### src/rtl/lz4bd_pkg.sv
// Shared types, constants and helpers of the LZ4 block decompressor.
`default_nettype none
package lz4bd_pkg;

  localparam int unsigned HistoryDepth = 65536;
  localparam int unsigned CapWidth     = 31;
  localparam logic [CapWidth-1:0] CapReset = 31'd65536;

  typedef enum logic [2:0] {
    ST_OK        = 3'd0,
    ST_TRUNCATED = 3'd1,
    ST_OVERFLOW  = 3'd2,
    ST_ZERO_OFF  = 3'd3,
    ST_OFF_EARLY = 3'd4
  } status_t;

  typedef enum logic {
    FN_PUSH  = 1'b0,
    FN_DRAIN = 1'b1
  } func_t;

  // One queued input beat.
  typedef struct packed {
    func_t      func;
    logic [7:0] data;
    logic       last;
  } item_t;

  function automatic logic [31:0] sat_add(input logic [31:0] a, input logic [7:0] b);
    logic [32:0] s;
    s = {1'b0, a} + {25'd0, b};
    return s[32] ? 32'hFFFF_FFFF : s[31:0];
  endfunction

endpackage : lz4bd_pkg
`default_nettype wire

### src/rtl/lz4bd_front.sv
// Front end: accepts input beats, classifies them and queues them for the back end.
`default_nettype none
module lz4bd_front (
  input  wire logic           clk,
  input  wire logic           rst_n,
  input  wire logic           in_valid,
  output logic                in_stall,
  input  wire logic           in_func,
  input  wire logic [7:0]     in_byte,
  input  wire logic           in_last,
  output logic                q_valid,
  output lz4bd_pkg::item_t    q_item,
  input  wire logic           q_pop
);
  import lz4bd_pkg::*;

  item_t      slot_r [2];
  logic       wr_ptr_r, wr_ptr_nxt;
  logic       rd_ptr_r, rd_ptr_nxt;
  logic [1:0] cnt_r, cnt_nxt;
  logic       push;

  assign in_stall = (cnt_r == 2'd2);
  assign push     = in_valid && !in_stall;
  assign q_valid  = (cnt_r != 2'd0);
  assign q_item   = slot_r[rd_ptr_r];

  always_comb begin
    wr_ptr_nxt = wr_ptr_r ^ push;
    rd_ptr_nxt = rd_ptr_r ^ q_pop;
    cnt_nxt    = cnt_r + {1'b0, push} - {1'b0, q_pop};
  end

  always_ff @(posedge clk) begin
    if (!rst_n) begin
      wr_ptr_r <= 1'b0;
      rd_ptr_r <= 1'b0;
      cnt_r    <= 2'd0;
    end else begin
      wr_ptr_r <= wr_ptr_nxt;
      rd_ptr_r <= rd_ptr_nxt;
      cnt_r    <= cnt_nxt;
    end
  end

  always_ff @(posedge clk) begin
    if (push) begin
      slot_r[wr_ptr_r] <= '{func: (in_func ? FN_DRAIN : FN_PUSH), data: in_byte, last: in_last};
    end
  end

endmodule : lz4bd_front
`default_nettype wire

### config.mk
export PLATFORM = sky130hd
export DESIGN_NAME = lz4bd_front
export DESIGN_NICKNAME = d
export VERILOG_FILES = /design/src/rtl/lz4bd_pkg.sv /design/src/rtl/lz4bd_front.sv
export SDC_FILE = /design/constraint.sdc
export NUM_CORES = 1
export LEC_CHECK = 0
export BUFFER_PORTS_ARGS = -buffer_cell sky130_fd_sc_hd__buf_2
export CAP_MARGIN = 10
export CORE_ASPECT_RATIO = 0.8
export CORE_MARGIN = 2
export CORE_UTILIZATION = 40
export CTS_BUF_LIST = sky130_fd_sc_hd__clkbuf_4
export CTS_CLUSTER_DIAMETER = 200
export DETAILED_ROUTE_END_ITERATION = 6
export PLACE_DENSITY = 0.66
export REMOVE_ABC_BUFFERS = 1
export SYNTH_ARGS = -nofsm -noshare
export SYNTH_HDL_FRONTEND = slang
export SYNTH_SLANG_ARGS = --single-unit
export TNS_END_PERCENT = 50
### constraint.sdc
create_clock -name clk -period 2.9 [get_ports clk]
set_input_delay 0.435 -clock clk [delete_from_list [all_inputs] [get_ports clk]]
set_output_delay 0.435 -clock clk [all_outputs]
set_load 0.01 [all_outputs]
-- Word level (Yosys, flattened, before mapping)
Memories as Yosys holds them, arrays and structs flattened. A register that Yosys moved wholly into a read port is not among the register bits.
Cells that the tools add are included.
- output and inout port bits: 12
- register bits after elaboration: 4
- logic and storage cells: 16
- input bits: 14
- memory bits (writable): 20
- memories kept: 1
- muxes and demuxes: 4
- eq/ne operators: 1
- reduce and logical (&&, ||, !) cells: 3
- add/sub/neg operators: 2
- bitwise logic cells: 2
- memories (memory ; words ; width ; rd ports ; clocked after Yosys merged registers in ; wr ports ; RTL line ; text):
    slot_r ; 2 ; 10 ; 1 ; 1 ; 1 ; lz4bd_front.sv:17 ; item_t slot_r [2];
- operator list (operator ; number):
    $mux 1 ; 4
    $add 2x1->2 ; 1
    $eq 2x2->1 const B ; 1
    $reduce_bool 2->1 ; 1
    $sub 2x1->2 ; 1
    $xor 1x1->1 ; 2
    $logic_and 1x1->1 ; 1
    $logic_not 1->1 ; 1

-- Longest topological paths before layout
- word-level depth: 5
- gate-level depth with buffers: 7
- gate-level depth less buffers: 7

-- Worst setup path after synthesis
No wires, ideal clock.
- path type: register to register
- start: register cnt_r[1]
- end: register cnt_r[1]
- library setup time: 0.062 ns
- stages on the path, launching flop included: 8
- clock period less this slack: 1.380 ns
- buffers on the path: 0
- path slack: 1.520 ns
- data arrival time: 1.318 ns
- required time: 2.838 ns
- cells stage by stage: dfxtp_1 > or2b_1 > nand2_1 > ha_1 > inv_1 > ha_1 > xnor3_1 > nor2b_2
- cells in the longest elaborated chain, start to end: 5
- ends and longest elaborated chain (what ; RTL line ; text):
    from (decl) ; lz4bd_front.sv:20 ; logic [1:0] cnt_r, cnt_nxt;
    from (signal assigned) ; lz4bd_front.sv:42 ; cnt_r <= cnt_nxt;
    $eq 2x2->1 ; lz4bd_front.sv:23 ; assign in_stall = (cnt_r == 2'd2);
    $logic_not 1->1 ; lz4bd_front.sv:24 ; assign push = in_valid && !in_stall;
    $logic_and 1x1->1 ; lz4bd_front.sv:24 ;
    $add 2x1->2 * ; lz4bd_front.sv:31 ; cnt_nxt = cnt_r + {1'b0, push} - {1'b0, q_pop};
    $sub 2x1->2 * ; lz4bd_front.sv:31 ;
Mark *: on every way between the ends. The rest lies on a longest branch, timed or not.
A chain may end at the register's enable or synchronous reset.

==> impl_results.md <==
* Clk_lat worst skew at 0.31 ns
* Initial antenna violation count at 0
* Drt pass-1 iters at 4
* Vias per inst at 4.58
* Status: finished, final reports clean
* Synth Area per Inst at 17.9 um^2
* Worst Setup Start Kind: flip-flop
* Synth cell types at 14
* H-tree levels at 1
* Top cells by area, synth: edfxtp_1 62%, mux2_2 12%, dfxtp_1 10%, ha_1 5.2%, and2_1 2.6%
* # setup viols final at 0
* ANT nets after route at 0
* CP endpoint: q_item[9]
* Crit-path cells: mux2_2, buf_2
* Wirelength per Cell at around 13 um
* Worst slew pin tran at 0.510 ns
* CP max-delay cell: dfxtp_1
* Hold Startpoint: in_byte[4]
* Yosys top cell by area: edfxtp_1
* Vias in the first global route at 451
* Comb pwr share at 0.241
* Cell count after synthesis at 54
* Critical Path End Type: primary output
* Worst Skew at 0.00362 ns
* CTS Sinks at 25
* Sw power at 212 uW
* IO Port Bufs at 25
* Reg2Reg Capture Point: slot_r[0][9]
* Synthesized flop and latch total at 25
* First-pass GRT wire length at 2000 um
* Post-synthesis cell area at 968 um^2
* CTS max path bufs at 2
* Min Tclk post-route at 1.88 ns
* Setup total negative slack at 0 ns
* Die footprint at 0.00283 mm^2
* Via count at between 400 and 500
* GRT Total Usage at 0.105
* DRC viols at 0
* Critical Path Fanout Max at 10
* Ys async rst share at 0
* Clock power frac at 0.186
* Max-Cap Viols at 0
* CP peak stage delay at 0.61 ns
* Reg2reg start: cnt_r[1]
* Post-CTS Hold Buffers at 0
* Final setup margin at around 1 ns
* Hold Vio Cnt, Final at 0
* CTS buffer count at 3
* Inserted Diodes at 0
* Setup Fix Bufs, Post-CTS at 0
* Fraction of layout cells with a size suffix above 1 at 0.500
* Placer congestion estimate at approximately 0.65
* Sequential Power Share at 0.573
* Post-CTS sizing at 0
* Top-area cell type share of the netlist area at 0.620
* Rows at 15
* Peak supply drop at 0.283 mV
* CTS tree: built
* Die Height at between 40 and 50 um
* Reg2Reg Setup Slack at between 1 and 1.5 ns
* Normalized max-slew margin at 0.660
* Synth cell count leaders: 20 x edfxtp_1, 10 x mux2_2, 5 x dfxtp_1
* Syn-to-layout area delta at 18.7%
* Final Cycle Share at 0.649
* CP Class: reg -> out
* Starting density of the core at 0.437
* Die width at around 60 um
* CP arrival at roughly 1.5 ns
* DR iter-0 viols at 13
* Dpl ws at 1.34 ns
* Post-layout net count at around 100
* Grt ovf at 0
* Cell internal pwr at 626 uW
* RSZ-0062 raised after global routing: false
* Min-delay worst type: in -> reg
* Multi-input combinational cell area at approximately 250 um^2
* Worst r2r path cells at 3
* Core Area at 0.00221 mm^2
* P per Cell Area at 728 mW/mm^2
* CTS clk-pin slew, worst paths at 0.12 ns
* Sequential-to-total area share from yosys stat at 0.724
* Most common cell in the netlist: edfxtp_1
* Reg area at 701 um^2
* Largest net degree at the start of global routing at 14
* Ports at 26
* Switch share at 0.253
* YS warnings at 0
* Final-report max-slew violation count at 0
* Fmax at 531 MHz
* Routed wire length at approximately 1400 um
* Fill cells at between 150 and 200
* Synth Flop Type: edfxtp_1
* Root buf cell: clkbuf_4
* Worst endpoint required time at 2.47 ns
* Post-synth EDFFs at 20
* Pleak at 0.000477 uW
final cells by class:
class	count	area share
Clock buffer	4	0.0261
Inverter	3	0.00979
Multi-Input combinational cell	25	0.219
Sequential cell	25	0.609
Tap cell	25	0.0272
Timing Repair Buffer	25	0.109
stage by stage:
| stage | total power, uW | utilization | instance area, um^2 | hold slack (ns) | instances |
|---|---|---|---|---|---|
| 6_report | 838 | 0.519 | 1150 | 0.306 | 107 |
| 3_3_place_gp | 689 | 0.506 | 1120 | 0.539 | 103 |
| 2_1_floorplan | 620 | - | 963 | 0.534 | 53 |
| 5_1_grt | 886 | 0.519 | 1150 | 0.283 | 107 |
| 4_1_cts | 850 | 0.519 | 1150 | 0.296 | 107 |
| 3_5_place_dp | 694 | 0.506 | 1120 | 0.551 | 103 |
metal layers:
metal  up-vias  GRT usage  part of all wire
li1        249          -                 -
met1       224      0.120              0.45
met2        15      0.171              0.48
met3         2     0.0568             0.058
met4         0     0.0409             0.010
met5         -          0                 0
critical path: cells and delay by family (launching register included):
family / cells / cell delay, ns
buffers and inverters: 1 / 0.14
multiplexers: 1 / 0.39
flip-flops: 1 / 0.61
how the worst min path moves through the flow:
stage	cells after the start	slack, ns	endpoint
after floorplan	0	0.53	slot_r[0][0]
after global placement	3	0.54	wr_ptr_r
after detailed placement	3	0.55	wr_ptr_r
after CTS	1	0.30	slot_r[0][6]
after global routing	1	0.28	slot_r[0][4]
final	1	0.31	slot_r[0][5]
cell usage in the layout, fill, tap and decap left out:
master | Yosys | routed
and2_1 | 4 | 4
buf_2 | 1 | 25
clkbuf_4 | 0 | 4
dfxtp_1 | 5 | 5
edfxtp_1 | 20 | 20
ha_1 | 4 | 4
inv_1 | 3 | 3
mux2_2 | 10 | 10
nand2_1 | 1 | 1
nor2b_1 | 1 | 1
nor2b_2 | 1 | 1
or2_2 | 1 | 1
or2b_1 | 1 | 1
xnor3_1 | 1 | 1
xor2_1 | 1 | 1
registers in the layout, summed over array words and instances, names as in the netlist, named ones only:
register,cells
slot_r,20
cnt_r,2
rd_ptr_r,1
wr_ptr_r,1
power by group through the flow:
stage               sequential [uW]  combinational (uW)  clock (uW)
floorplan                       480                 140           0
global placement                485                 203           0
detailed placement              490                 204           0
CTS                             481                 206         163
global route                    486                 224         175
finish                          480                 202         156
kinds of logic (layout without fill, tap and decap cells):
group                    Yosys count  in the layout  share of synthesized area
adder cells (fa/ha/maj)            4              4                     0.0517
XOR/XNOR                           2              2                     0.0323
AND/OR/NAND/NOR                    9              9                     0.0594
buffers and inverters              4             32                     0.0168
flip-flops                        25             25                      0.724
multiplexers                      10             10                      0.116
Power figures use the tool's default switching activity.
